### src/hw/rtl/fmv_pkg.sv
`timescale 1ns / 1ps
// ----------------------------------------------------------------------------
// fmv_pkg: shared types and constants for face momentum to velocity
// Payload words, boundary kinds, register indexes and divider stage word.
// ----------------------------------------------------------------------------
package fmv_pkg;

	localparam int DATA_W  = 32;
	localparam int VFRAC_W = 16;
	localparam int FSUM_W  = VFRAC_W + 1;
	localparam int DEN_W   = DATA_W + FSUM_W;
	localparam int CFG_IDX_W  = 3;
	localparam int CFG_DATA_W = 2;

	localparam logic [CFG_IDX_W-1:0] CFG_EB_ENABLED = 3'd0;
	localparam logic [CFG_IDX_W-1:0] CFG_BC_X_LOW   = 3'd1;
	localparam logic [CFG_IDX_W-1:0] CFG_BC_X_HIGH  = 3'd2;
	localparam logic [CFG_IDX_W-1:0] CFG_BC_Y_LOW   = 3'd3;
	localparam logic [CFG_IDX_W-1:0] CFG_BC_Y_HIGH  = 3'd4;

	localparam logic [1:0] BC_OTHER   = 2'd0;
	localparam logic [1:0] BC_EXT_DIR = 2'd1;
	localparam logic [1:0] BC_UPWIND  = 2'd2;

	localparam logic [1:0] AXIS_X = 2'd0;
	localparam logic [1:0] AXIS_Y = 2'd1;

	typedef struct packed {
		logic [1:0]               axis;
		logic                     at_low_edge;
		logic                     at_high_edge;
		logic signed [DATA_W-1:0] momentum;
		logic [DATA_W-1:0]        density_minus;
		logic [DATA_W-1:0]        density_plus;
		logic [VFRAC_W-1:0]       vfrac_minus;
		logic [VFRAC_W-1:0]       vfrac_plus;
	} in_t;

	typedef struct packed {
		logic signed [DATA_W-1:0] velocity;
		logic                     written;
		logic                     divide_fault;
	} out_t;

	// per-item control that rides along the divider
	typedef struct packed {
		logic written;
		logic neg;
		logic mag_zero;
		logic den_zero;
		logic ovf;
	} ctl_t;

	typedef struct packed {
		logic [DEN_W-1:0]  rem;
		logic [DEN_W-1:0]  den;
		logic [DATA_W-1:0] nlo;
		logic [DATA_W-1:0] quo;
		ctl_t              ctl;
	} div_t;

endpackage

### src/hw/rtl/fmv_div_stage.sv
`timescale 1ns / 1ps
// ----------------------------------------------------------------------------
// fmv_div_stage: one restoring division step with its pipeline register
// Shift in one numerator bit, subtract the divisor when it fits.
// ----------------------------------------------------------------------------
module fmv_div_stage (
	input  logic         clk,
	input  logic         arst_n,
	input  logic         en,
	input  logic         in_v,
	input  fmv_pkg::div_t in_d,
	output logic         out_v,
	output fmv_pkg::div_t out_d
);
	import fmv_pkg::*;

	logic [DEN_W:0] r2;
	logic [DEN_W:0] diff;
	logic           ge;
	div_t           nxt;

	always_comb begin
		r2   = {in_d.rem, in_d.nlo[DATA_W-1]};
		diff = r2 - {1'b0, in_d.den};
		ge   = (r2 >= {1'b0, in_d.den});
		nxt      = in_d;
		nxt.rem  = ge ? diff[DEN_W-1:0] : r2[DEN_W-1:0];
		nxt.nlo  = {in_d.nlo[DATA_W-2:0], 1'b0};
		nxt.quo  = {in_d.quo[DATA_W-2:0], ge};
	end

	always_ff @(posedge clk or negedge arst_n) begin
		if (!arst_n) begin
			out_v <= 1'b0;
		end else if (en) begin
			out_v <= in_v;
		end
	end

	always_ff @(posedge clk) begin
		if (en) begin
			out_d <= nxt;
		end
	end

endmodule

### config.mk
export PLATFORM = sky130hd
export DESIGN_NAME = fmv_div_stage
export DESIGN_NICKNAME = d
export VERILOG_FILES = /design/src/hw/rtl/fmv_pkg.sv /design/src/hw/rtl/fmv_div_stage.sv
export SDC_FILE = /design/constraint.sdc
export NUM_CORES = 1
export LEC_CHECK = 0
export BUFFER_PORTS_ARGS = -buffer_cell sky130_fd_sc_hd__buf_2
export CORE_ASPECT_RATIO = 1.1
export CORE_MARGIN = 10
export CORE_UTILIZATION = 40
export DETAILED_ROUTE_END_ITERATION = 10
export PLACE_DENSITY = 0.69
export SLEW_MARGIN = 10
export SYNTH_ARGS = -nofsm -noshare
export SYNTH_HDL_FRONTEND = slang
export SYNTH_SLANG_ARGS = --single-unit
### constraint.sdc
create_clock -name clk -period 0.94 [get_ports clk]
set_clock_uncertainty 0.1 [all_clocks]
set_input_delay 0.094 -clock clk [delete_from_list [all_inputs] [get_ports clk]]
set_output_delay 0.094 -clock clk [all_outputs]
set_load 0.01 [all_outputs]
Word-level counts from Yosys, hierarchy flattened
Index checks and enable logic that the tools add are counted.
{"block": "word_totals", "wordCells": 13, "input_bits": 171, "register_bits": 167, "out_inout_bits": 168}
{"block": "op_classes", "magnitude_cmp": 1, "muxes": 1, "addsub": 1}
{"cell": ">= comparator 50 x 49 -> 1 bit", "count": 1}
{"cell": "2-to-1 mux 49 bit", "count": 1}
{"cell": "subtractor 49 bit", "count": 1}

Logic depth before layout (Yosys ltp)
Gate-level depths: netlist (run 1).
{"block": "logic_depth", "word_depth": 2, "mapped_depth": 15, "mapped_depth_nobuf": 13}

Worst setup path after synthesis (run 1)
Ideal clock, no wire load.
{"block": "synth_timing", "path_kind": "input to register", "startpoint": "in in_d[68] in the netlist's numbering", "endpoint": "reg out_d[126] in the netlist's numbering, data pin", "t_required_ns": 0.580, "path_slack_ns": -2.513, "arrival_time_ns": 3.093, "setup_time_ns": 0.260, "n_path_buf": 2, "cell_stages": 15, "cell_sequence": "inv_1 > ha_1 > inv_1 > fa_1 > a211oi_2 > o21bai_1 > a211o_1 > a2111oi_4 > o221ai_2 > o211ai_4 > and2_1 > buf_6 > inv_4 > buf_6 > mux2_4"}
{"element": "start, declared", "line_no": "fmv_div_stage.sv:11", "text": "input fmv_pkg::div_t in_d,"}
{"element": "end signal, assigned", "line_no": "fmv_div_stage.sv:42", "text": "out_d <= nxt;"}
{"element": "end, declared", "line_no": "fmv_div_stage.sv:13", "text": "output fmv_pkg::div_t out_d"}

==> impl_summary.log, run 1 <==
INFO  metric layout_setup_ws = -1.93 ns
INFO  metric worst_r2r_endpoint = out_v
INFO  metric setup.worst_path.class = in2reg
INFO  metric cellPowerDensity = 1520 nW/um^2
INFO  metric grt_util_met3 = 0.0616
INFO  metric pins_over_slew_limit = 0
INFO  metric leakage = 0.00713 uW
INFO  metric mappedNetlistArea = 9060 um^2
INFO  metric synth.distinct_cells = 63
INFO  metric floorplan.die.height = 178 um
INFO  metric final_util = 0.689
INFO  metric regArea = 5010 um^2
INFO  metric critical_path.max_fanout = 9
INFO  metric grt_antenna_before_repair = 4
INFO  metric data_required_time_at_the_worst_endpoint = 1.01 ns
INFO  metric mostFrequentLayoutCells = 317 x sky130_fd_sc_hd__buf_2, 241 x sky130_fd_sc_hd__buf_4, 166 x sky130_fd_sc_hd__edfxtp_1
INFO  metric initialDrtViolationCount = 525
INFO  metric portBuffers = 336
INFO  metric crit_arrival = 2.95 ns
INFO  metric final_layout_size_suffix_gt1_frac = 0.447
INFO  metric max_clock_freq = 0.348 GHz
INFO  metric r2r_slack = 0.07 ns
INFO  metric tritoncts = done
INFO  metric wl_per_cell = 19.3 um
INFO  metric fin_cells = 1,797
INFO  metric place.detailed.instances = 1,598
INFO  metric synth_top_flop_cell = sky130_fd_sc_hd__edfxtp_1
INFO  metric synthesis.nets = 975
INFO  metric depth_of_the_most_critical_reg_to_reg_path = 1
INFO  metric gr-total-overflow = 0
INFO  metric flow.area_growth_from_synthesis = 68.7%
INFO  metric worst_case_vdd_ir_drop = 0.00125 V
INFO  metric cts-root-buf = sky130_fd_sc_hd__clkbuf_16
INFO  metric critPathLaunchType = input port
INFO  metric gr-max-usage-layer = met2
INFO  metric pin_count = 339
INFO  metric gr-usage-met1 = 0.258
INFO  metric synth.largest_area_cell = sky130_fd_sc_hd__edfxtp_1
INFO  metric outcome = complete, but fails checks
INFO  metric firstDrtPassIters = 5
INFO  metric final_min_period_over_clock_period = 3.06
INFO  metric cts.hold.buffers_added = 157
INFO  metric drcViolationCount = 0
INFO  metric finalWorstPathRequiredPeriod = 2.87 ns
INFO  metric synth_edf_count = 166
INFO  metric crit_path_start = in_d[68]
INFO  metric hold_path.class = in2reg
INFO  metric cts.path.max_buffers = 2
INFO  metric violations = negative hold slack, negative setup slack
INFO  metric clock_net_sink_count = 167
INFO  metric groute.usage.overall = 0.231
INFO  metric timing_worst_slew_pin_value = 0.584 ns
INFO  metric syn_inst = 754
INFO  metric end_kind = flip-flop
INFO  metric synth_sequential_area_ratio = 0.553
INFO  metric htreeDepth = 4
INFO  metric setup_violations = 217
INFO  metric finalHoldViolations = 5
INFO  metric core_area = 22,200 um^2
INFO  metric mostFrequentLayoutCell = sky130_fd_sc_hd__buf_2
INFO  metric fillerInstances = 1,673
INFO  metric cap_viol_max_count = 0
INFO  metric detail-route-antenna-nets = 0
INFO  metric synth.top_cells.by_area = sky130_fd_sc_hd__edfxtp_1 55%, sky130_fd_sc_hd__ha_1 6.8%, sky130_fd_sc_hd__mux2_4 4.6%, sky130_fd_sc_hd__a21oi_1 3.2%, sky130_fd_sc_hd__inv_1 2.7%
INFO  metric clkLatencyLatePin = 0.43 ns
INFO  metric r2r_start = out_v
INFO  metric viasPerCell = 4.94
INFO  metric die_width = 164 um
INFO  metric drt-total-wl = 34,700 um
INFO  metric dp_hpwl = 25,400 um
INFO  metric min_path_cells = 3
INFO  metric detailroute.via_count = 8,886
INFO  metric multiInputGateArea = 3690 um^2
INFO  metric nNetsFinal = 1,706
INFO  metric gp_routability_congestion = 0.879
INFO  metric synth_warnings = 0
INFO  metric grt_util_met2 = 0.419
INFO  metric postSynth.asyncResetShare = 0.00599
INFO  metric grt_pass1_wl = 52,400 um
INFO  metric endpoint = out_d[126]
INFO  metric initial_utilization = 0.409
INFO  metric timing.max_slew.rel_slack = 0.607
INFO  metric ys_seq_elements = 167
INFO  metric yosys.area.top_type_share = 0.550
INFO  metric first_global_vias = 9,429
INFO  metric floorplan.die_area = 29,100 um^2
INFO  metric design_area = 15,300 um^2
INFO  metric path_clk_slew = 0.08 ns
INFO  metric num_rows = 57
INFO  metric grt_max_degree = 37
INFO  metric rsz0062_at_grt = yes
INFO  metric number_of_cts_inserted_buffers = 17
INFO  metric fin_hold_ws = -0.0357 ns
INFO  metric postPlaceCellArea = 12,900 um^2
INFO  metric timing.setup.tns = -126.51 ns
INFO  metric post_synth.cell_area_avg = 12.0 um^2
-- through the flow --
stage               total power, uW  setup WS, ns
global placement              15400         -2.33
detailed placement            15600         -2.40
floorplan                     12400         -2.30
finish                        23200         -1.93
CTS                           23300         -1.87
global route                  24300         -2.05
-- cell families after synthesis --
kind of cell,share of synthesized area
xor gates and xnor gates,0.0329
AOI/OAI and AO/OA,0.146
and+or+nand+nor,0.0971
muxes,0.0562
DFF,0.553
adders and majority gates,0.0699
buffers and inverters,0.0443
other,0.000414
-- sequential cells by signal, summed over array words and instances, names as in the netlist --
register,flops
out_d,166
out_v,1
-- layer usage --
layer  share of wire  wire length, um  vias to the layer above
met5         0.00058               20                        -
met3           0.076             2630                       45
met4           0.024              835                        2
met1            0.38            13200                     4211
li1                -                -                     4297
met2            0.52            17900                      331
-- Yosys cell counts, types with 7 or more instances --
cell,number
sky130_fd_sc_hd__nand4_1,12
sky130_fd_sc_hd__xor2_1,13
sky130_fd_sc_hd__xnor2_1,21
sky130_fd_sc_hd__nor2_1,28
sky130_fd_sc_hd__clkbuf_1,26
sky130_fd_sc_hd__mux2_4,28
sky130_fd_sc_hd__o21bai_1,10
sky130_fd_sc_hd__ha_1,49
sky130_fd_sc_hd__o31ai_1,9
sky130_fd_sc_hd__edfxtp_1,166
sky130_fd_sc_hd__inv_1,64
sky130_fd_sc_hd__nand2_1,41
sky130_fd_sc_hd__o21ai_0,40
sky130_fd_sc_hd__mux2_2,7
sky130_fd_sc_hd__a21o_1,25
sky130_fd_sc_hd__nor2b_1,9
sky130_fd_sc_hd__a21boi_0,9
sky130_fd_sc_hd__nand3_1,30
sky130_fd_sc_hd__nor3_1,12
sky130_fd_sc_hd__and3_1,7
sky130_fd_sc_hd__o21a_1,12
sky130_fd_sc_hd__a21oi_1,58
-- worst min path at each step --
stage                         start    endpoint  slack (ns)
after CTS                 in_d[140]  out_d[141]       -0.06
after global placement       arst_n       out_v       -0.23
after floorplan              arst_n       out_v       -0.30
after global routing      in_d[152]  out_d[153]       -0.05
final                     in_d[140]  out_d[141]       -0.04
after detailed placement     arst_n       out_v       -0.23
-- worst max-delay path: stages --
cell,delay [ns]
sky130_fd_sc_hd__buf_12,0.11
sky130_fd_sc_hd__inv_12,0.04
sky130_fd_sc_hd__ha_4,0.12
sky130_fd_sc_hd__inv_2,0.04
sky130_fd_sc_hd__fa_2,0.38
sky130_fd_sc_hd__a211oi_4,0.25
sky130_fd_sc_hd__o21bai_1,0.13
sky130_fd_sc_hd__a211o_1,0.34
sky130_fd_sc_hd__a2111oi_4,0.34
sky130_fd_sc_hd__o221ai_2,0.18
sky130_fd_sc_hd__o211ai_4,0.19
sky130_fd_sc_hd__and2_4,0.25
sky130_fd_sc_hd__buf_12,0.14
sky130_fd_sc_hd__inv_16,0.05
sky130_fd_sc_hd__mux2_4,0.29
-- repair_timing --
item / in CTS / in global routing
gates resized for setup: 26 / 16
endpoints found under the hold margin: 166 / 7
pin swaps: 1 / 0
setup endpoints to repair: 217 / 217
setup buffers: 3 / 1
cloned: 2 / 0
-- report_power, final --
| part | internal, uW | switching (uW) |
|---|---|---|
| Combinational | 3670 | 3220 |
| Clock | 3570 | 3460 |
| Sequential | 9110 | 221 |
| Total | 16300 | 6900 |
-- cell type report --
class                      instances  share of cell area
timing repair buffer             742               0.349
sequential                       167               0.328
multi-input combinational        490               0.241
clock buffer                      18              0.0281
tap                              295              0.0241
inverter                          65              0.0178
clock inverter                    14             0.00982
timing repair inverter             2             0.00188
antenna                            4            0.000655
Power figures use the tool's default switching activity.
==> inputs of run 2 (changes only) <==
--- a/config.mk
+++ b/config.mk
@@ -6,11 +6,10 @@
 export NUM_CORES = 1
 export LEC_CHECK = 0
 export BUFFER_PORTS_ARGS = -buffer_cell sky130_fd_sc_hd__buf_2
-export CORE_ASPECT_RATIO = 1.1
 export CORE_MARGIN = 10
 export CORE_UTILIZATION = 40
 export DETAILED_ROUTE_END_ITERATION = 10
-export PLACE_DENSITY = 0.69
+export PLACE_DENSITY = 0.67
 export SLEW_MARGIN = 10
 export SYNTH_ARGS = -nofsm -noshare
 export SYNTH_HDL_FRONTEND = slang
==> run 2 against run 1 <==
Effect of this change: sequential power hardly changed; flip-flop and latch count is the same; via count is 0.21% lower; fmax about the same; die area is essentially flat; largest power group unchanged; utilization decreased by 0.26 points; critical path depth stayed put; clock power shrank 1%; power is 0.41% higher; critical endpoint is now out_d[119]; sequential share of layout area shrank 0.25 points; non-clock buffer count decreased by 7; the run still ends with negative hold slack, negative setup slack left.
==> impl_summary.log, run 2 (synthesis results as in run 1) <==
INFO  metric tritoncts = done
INFO  metric path_clk_slew = 0.07 ns
INFO  metric groute.usage.overall = 0.236
INFO  metric flow.area_growth_from_synthesis = 70.0%
INFO  metric max_clock_freq = 0.348 GHz
INFO  metric number_of_cts_inserted_buffers = 17
INFO  metric nNetsFinal = 1,700
INFO  metric data_required_time_at_the_worst_endpoint = 1.03 ns
INFO  metric first_global_vias = 9,309
INFO  metric holdCritStartpoint = in_d[145]
INFO  metric wl_per_cell = 19.7 um
INFO  metric top_regs = out_d: 166 flops, out_v: 1 flops
INFO  metric worst_r2r_endpoint = out_v
INFO  metric critPathLaunchType = input port
INFO  metric initialDrtViolationCount = 525
INFO  metric viasPerCell = 4.97
INFO  metric rsz0062_at_grt = yes
INFO  metric detailroute.via_count = 8,867
INFO  metric gr-total-overflow = 0
INFO  metric design_area = 15,400 um^2
INFO  metric firstDrtPassIters = 5
INFO  metric postPlaceCellArea = 12,800 um^2
INFO  metric die_width = 171 um
INFO  metric pin_count = 339
INFO  metric grt_max_degree = 34
INFO  metric r2r_slack = -0.02 ns
INFO  metric cts-root-buf = sky130_fd_sc_hd__clkbuf_16
INFO  metric core_area = 22,400 um^2
INFO  metric cp_cell_sequence = buf_12 > inv_12 > ha_4 > inv_2 > fa_2 > a211oi_2 > o21bai_1 > a211o_1 > a2111oi_4 > o221ai_2 > o211ai_4 > and2_4 > buf_12 > buf_6 > mux2_4
INFO  metric leakage = 0.00714 uW
INFO  metric clock_net_sink_count = 167
INFO  metric cap_viol_max_count = 0
INFO  metric pins_over_slew_limit = 0
INFO  metric floorplan.die_area = 29,100 um^2
INFO  metric largest_register_ffs = 166
INFO  metric mostFrequentLayoutCell = sky130_fd_sc_hd__buf_2
INFO  metric setup_violations = 218
INFO  metric depth_of_the_most_critical_reg_to_reg_path = 2
INFO  metric fillerInstances = 1,685
INFO  metric setup.worst_path.class = in2reg
INFO  metric violations = negative hold slack, negative setup slack
INFO  metric num_rows = 55
INFO  metric r2r_start = out_v
INFO  metric grt_pass1_wl = 52,700 um
INFO  metric htreeDepth = 4
INFO  metric floorplan.die.height = 171 um
INFO  metric end_kind = flip-flop
INFO  metric outcome = complete, but fails checks
INFO  metric grt_antenna_before_repair = 9
INFO  metric dp_hpwl = 25,500 um
INFO  metric final_layout_size_suffix_gt1_frac = 0.455
INFO  metric clkLatencyLatePin = 0.44 ns
INFO  metric drt-total-wl = 35,100 um
INFO  metric finalHoldViolations = 10
INFO  metric cellPowerDensity = 1520 nW/um^2
INFO  metric min_path_cells = 3
INFO  metric finalWorstPathRequiredPeriod = 2.87 ns
INFO  metric portBuffers = 336
INFO  metric min_delay_worst_endpoint = out_d[146]
INFO  metric mostFrequentLayoutCells = 319 x sky130_fd_sc_hd__buf_2, 228 x sky130_fd_sc_hd__buf_4, 166 x sky130_fd_sc_hd__edfxtp_1
INFO  metric drcViolationCount = 0
INFO  metric critical_path.max_fanout = 3
INFO  metric initial_utilization = 0.404
INFO  metric detail-route-antenna-nets = 0
INFO  metric worst_case_vdd_ir_drop = 0.00114 V
INFO  metric crit_arrival = 2.97 ns
INFO  metric placement.setup.worst_slack = -2.45 ns
INFO  metric final_min_period_over_clock_period = 3.06
INFO  metric layout_setup_ws = -1.93 ns
INFO  metric critical-path-top-cell-by-count = sky130_fd_sc_hd__buf_12
INFO  metric top_register = out_d
INFO  metric fin_hold_ws = -0.0289 ns
INFO  metric hold_path.class = in2reg
INFO  metric timing.critical_path.slowest_cell_delay = 0.37 ns
INFO  metric gp_routability_congestion = 0.928
INFO  metric crit_path_top_delay_cell = sky130_fd_sc_hd__fa_2
INFO  metric cts.path.max_buffers = 2
run 2: final cells by class:
class / instances / area (um^2) / share of cell area
Sequential cell: 167 / 5010 / 0.325
Timing Repair inverter: 3 / 31.3 / 0.00203
Clock inverter: 15 / 156 / 0.0102
Clock buffer: 17 / 425 / 0.0276
Inverter: 65 / 273 / 0.0177
Timing Repair Buffer: 735 / 5320 / 0.346
Antenna cell: 6 / 15.0 / 0.000975
Tap cell: 285 / 357 / 0.0231
Multi-Input combinational cell: 490 / 3810 / 0.248
run 2: repair_timing:
action	4_1_cts	5_1_grt
endpoints found under the hold margin	168	11
pin swaps	13	2
setup buffers	7	3
gates resized for setup	41	32
hold buffers	158	1
endpoints found under the setup margin	217	220
cloned	4	0
run 2: worst max-delay path: cells and delay by family:
kind            cells  cell delay (ns)
simple gates        1             0.21
compound gates      6             1.45
buf+inv             5             0.43
mux                 1             0.28
fa+ha+maj           2             0.48
run 2: how the worst max path moves through the flow:
stage,depth (start not counted),endpoint,startpoint,slack [ns]
floorplan,15,out_d[126],in_d[68],-2.30
global placement,14,out_d[133],in_d[68],-2.41
detailed placement,14,out_d[133],in_d[68],-2.45
CTS,15,out_d[158],in_d[68],-1.93
global route,15,out_d[143],in_d[68],-2.04
finish,15,out_d[119],in_d[68],-1.93
run 2: where the power goes:
part | switching (uW) | internal, uW
clock | 3410 | 3550
sequential | 228 | 9110
combinational | 3310 | 3730
total | 6950 | 16400
run 2: per-layer routing:
metal	up-vias	GRT usage	share of wire
met5	-	0	0.0013
met2	314	0.425	0.51
met3	53	0.0747	0.083
li1	4294	-	-
met4	6	0.0728	0.025
met1	4200	0.258	0.38
run 2: stage by stage:
stage | util | setup TNS, ns | instances | total power, uW | hold slack, ns
after global routing | 0.687 | -140.86 | 1782 | 24400 | -0.0372
final | 0.687 | -129.41 | 1783 | 23300 | -0.0289
after detailed placement | 0.570 | -123.29 | 1573 | 15400 | -0.229
after floorplan | - | -109.23 | 754 | 12400 | -0.302
after CTS | 0.679 | -131.43 | 1774 | 23200 | -0.0451
after global placement | 0.570 | -120.41 | 1573 | 15400 | -0.231
==> inputs of run 3 (changes only) <==
--- a/config.mk
+++ b/config.mk
@@ -5,11 +5,13 @@
 export SDC_FILE = /design/constraint.sdc
 export NUM_CORES = 1
 export LEC_CHECK = 0
+export ABC_AREA = 1
 export BUFFER_PORTS_ARGS = -buffer_cell sky130_fd_sc_hd__buf_2
 export CORE_MARGIN = 10
-export CORE_UTILIZATION = 40
+export CORE_UTILIZATION = 45
 export DETAILED_ROUTE_END_ITERATION = 10
-export PLACE_DENSITY = 0.67
+export GPL_TIMING_DRIVEN = 0
+export PLACE_DENSITY = 0.72
 export SLEW_MARGIN = 10
 export SYNTH_ARGS = -nofsm -noshare
 export SYNTH_HDL_FRONTEND = slang
==> run 3 against run 2 <==
Effect of this change: combinational power rose by 13%; largest power group unchanged; critical endpoint is now out_d[139]; sequential power barely moved; non-clock buffer count fell by 145; flip-flop and latch count did not move; fmax rose by 50%; critical path depth fell by 3; worst hold slack got worse by 0.020 ns; global-route usage rose by 5.7 points; clock power rose by 6.9%; the run still ends with negative hold slack, negative setup slack left.
==> impl_summary.log, run 3 <==
INFO  metric pin_count = 339
INFO  metric worst_case_vdd_ir_drop = 0.00121 V
INFO  metric grt_antenna_before_repair = 2
INFO  metric yosysMostFrequentCell = sky130_fd_sc_hd__nand2_1
INFO  metric place.detailed.instances = 2,001
INFO  metric drcViolationCount = 0
INFO  metric worst_r2r_endpoint = out_v
INFO  metric dominant_combinational_cell_family_by_area_after_synthesis = simple AND/OR/NAND/NOR gates
INFO  metric drt-met1-wl = 17,600 um
INFO  metric finalWorstPathRequiredPeriod = 1.92 ns
INFO  metric final_layout_size_suffix_gt1_frac = 0.380
INFO  metric mostFrequentLayoutCell = sky130_fd_sc_hd__nand2_1
INFO  metric r2r_start = out_v
INFO  metric synth_edf_count = 166
INFO  metric clock_net_sink_count = 167
INFO  metric cap_viol_max_count = 0
INFO  metric min_path_cells = 1
INFO  metric synth_warnings = 0
INFO  metric top_regs = out_d: 166 flops, out_v: 1 flops
INFO  metric post_synth.cell_area_avg = 7.74 um^2
INFO  metric largest_register_ffs = 166
INFO  metric outcome = complete, but fails checks
INFO  metric min_delay_worst_endpoint = out_d[109]
INFO  metric num_rows = 55
INFO  metric fillerInstances = 1,583
INFO  metric yosys.area.top_type_share = 0.477
INFO  metric critPathLaunchType = input port
INFO  metric finalHoldViolations = 24
INFO  metric wl_per_cell = 20.9 um
INFO  metric dr_wl_met3 = 4530 um
INFO  metric drt-total-wl = 47,500 um
INFO  metric synth.top_cells.by_area = sky130_fd_sc_hd__edfxtp_1 48%, sky130_fd_sc_hd__nand2_1 19%, sky130_fd_sc_hd__inv_1 10%, sky130_fd_sc_hd__ha_1 5.9%, sky130_fd_sc_hd__nand4_1 3.6%
INFO  metric flow.area_growth_from_synthesis = 65.9%
INFO  metric synth.largest_area_cell = sky130_fd_sc_hd__edfxtp_1
INFO  metric holdCritStartpoint = en
INFO  metric floorplan.die.height = 172 um
INFO  metric setup.worst_path.class = in2reg
INFO  metric first_global_vias = 11,400
INFO  metric ys_seq_elements = 167
INFO  metric pins_over_slew_limit = 0
INFO  metric clkLatencyLatePin = 0.44 ns
INFO  metric htreeDepth = 4
INFO  metric yosys.area_share.adder = 0.0606
INFO  metric synth_compound_gate_area_share = 0.0171
INFO  metric syn_inst = 1,351
INFO  metric synth_sequential_area_ratio = 0.479
INFO  metric yosys-mux-area-fraction = 0.00108
INFO  metric layout_setup_ws = -0.982 ns
INFO  metric groute.usage.overall = 0.293
INFO  metric highest_layer = met4
INFO  metric synth_common_cells = 540 x sky130_fd_sc_hd__nand2_1, 289 x sky130_fd_sc_hd__inv_1, 166 x sky130_fd_sc_hd__edfxtp_1, 91 x sky130_fd_sc_hd__nor2_1, 60 x sky130_fd_sc_hd__nand4_1
INFO  metric grt_max_degree = 69
INFO  metric initialDrtViolationCount = 950
INFO  metric crit_arrival = 2.01 ns
INFO  metric wl_met2 = 23,700 um
INFO  metric viasPerCell = 5.07
INFO  metric portBuffers = 336
INFO  metric hold_path.class = in2reg
INFO  metric parity_gate_share_of_the_synthesized_area_counting_xor_and_xnor_cells = 0.0209
INFO  metric critical_path.max_fanout = 5
INFO  metric nNetsFinal = 2,160
INFO  metric fin_cells = 2,268
INFO  metric top_register = out_d
INFO  metric synth.distinct_cells = 32
INFO  metric cellPowerDensity = 1430 nW/um^2
INFO  metric mostFrequentLayoutCells = 412 x sky130_fd_sc_hd__nand2_1, 298 x sky130_fd_sc_hd__buf_2, 242 x sky130_fd_sc_hd__inv_1
INFO  metric firstDrtPassIters = 6
INFO  metric max_clock_freq = 0.520 GHz
INFO  metric post_synth_and_or_nand_nor_area_fraction = 0.301
INFO  metric tritoncts = done
INFO  metric cts.path.max_buffers = 2
INFO  metric final_min_period_over_clock_period = 2.04
INFO  metric mappedNetlistArea = 10,500 um^2
INFO  metric postSynth.asyncResetShare = 0.00599
INFO  metric number_of_cts_inserted_buffers = 17
INFO  metric r2r_slack = -0.05 ns
INFO  metric synth_top_flop_cell = sky130_fd_sc_hd__edfxtp_1
INFO  metric detailroute.via_count = 11,500
INFO  metric gr-total-overflow = 0
INFO  metric setup_violations = 218
INFO  metric fin_hold_ws = -0.0491 ns
INFO  metric core_area = 22,800 um^2
INFO  metric placement.setup.worst_slack = -1.70 ns
INFO  metric initial_utilization = 0.459
INFO  metric die_width = 172 um
INFO  metric grt_pass1_wl = 65,800 um
INFO  metric floorplan.die_area = 29,700 um^2
INFO  metric end_kind = flip-flop
INFO  metric path_clk_slew = 0.08 ns
INFO  metric violations = negative hold slack, negative setup slack
INFO  metric gp_routability_congestion = 0.887
INFO  metric cts-root-buf = sky130_fd_sc_hd__clkbuf_16
INFO  metric data_required_time_at_the_worst_endpoint = 1.03 ns
INFO  metric dp_hpwl = 30,700 um
INFO  metric rsz0062_at_grt = yes
INFO  metric synthesis.nets = 1,572
INFO  metric depth_of_the_most_critical_reg_to_reg_path = 2
INFO  metric leakage = 0.00863 uW
INFO  metric detail-route-antenna-nets = 0
-- run 3: logic make-up (layout without fill, tap and decap cells) --
logic type,after synthesis,after routing
flops,167,167
buf+inv,314,915
fa+ha+maj,50,50
mux,1,1
other cells,1,4
xor+xnor,25,25
compound gates,33,33
simple gates,760,760
-- run 3: routing by layer --
metal,vias to the layer above,global-route usage
li1,5410,-
met1,5373,0.338
met2,621,0.523
met3,99,0.0666
met4,0,0.0993
met5,-,0
-- run 3: stage by stage --
stage	instance area [um^2]	utilization	setup TNS, ns	power (uW)
2_1_floorplan	11100	-	-44.00	12700
3_3_place_gp	13200	0.579	-470.08	15000
3_5_place_dp	13200	0.580	-141.87	15100
4_1_cts	16800	0.738	-76.50	23700
5_1_grt	17300	0.761	-89.29	25600
6_report	17300	0.761	-82.71	24700
-- run 3: area by class of cell --
class,count,area (um^2),area share
clock inverters,15,180,0.0104
clock buffers,17,425,0.0245
inverters,293,1150,0.0664
diodes,3,7.51,0.000433
flip-flops and latches,167,5010,0.289
multi-input cells,870,5500,0.317
plain buffers,19,282,0.0162
repair buffers,571,4400,0.253
well taps,313,392,0.0226
-- run 3: report_power, final --
group	switching (uW)	leakage, uW	internal [uW]	total (uW)
Combinational	4500	0.00670	3450	7950
Sequential	259	0.00163	9100	9360
Clock	3810	0.000290	3620	7430
-- run 3: worst max path at each step --
stage	startpoint	endpoint	slack [ns]
CTS	in_d[71]	out_d[157]	-0.86
floorplan	in_d[110]	out_d[157]	-0.92
global route	in_d[91]	out_d[139]	-1.04
finish	in_d[91]	out_d[139]	-0.98
detailed placement	in_d[94]	out_d[152]	-1.70
global placement	en	out_v	-2.46
-- run 3: worst max-delay path: stages --
cell                       delay (ns)
sky130_fd_sc_hd__buf_2           0.11
sky130_fd_sc_hd__inv_1           0.07
sky130_fd_sc_hd__ha_4            0.30
sky130_fd_sc_hd__nand2_2         0.09
sky130_fd_sc_hd__nor2_1          0.24
sky130_fd_sc_hd__nand2_1         0.16
sky130_fd_sc_hd__nor2_2          0.17
sky130_fd_sc_hd__nand3_4         0.17
sky130_fd_sc_hd__buf_8           0.19
sky130_fd_sc_hd__clkbuf_8        0.15
sky130_fd_sc_hd__nand4_1         0.15
sky130_fd_sc_hd__nand2_2         0.11
-- run 3: what timing repair did --
item,CTS,global route
endpoints found under the hold margin,199,10
setup buffers,46,13
cloned,8,1
endpoints found under the setup margin,318,218
hold buffers,167,1
resized for setup,220,130
pin swaps,49,57
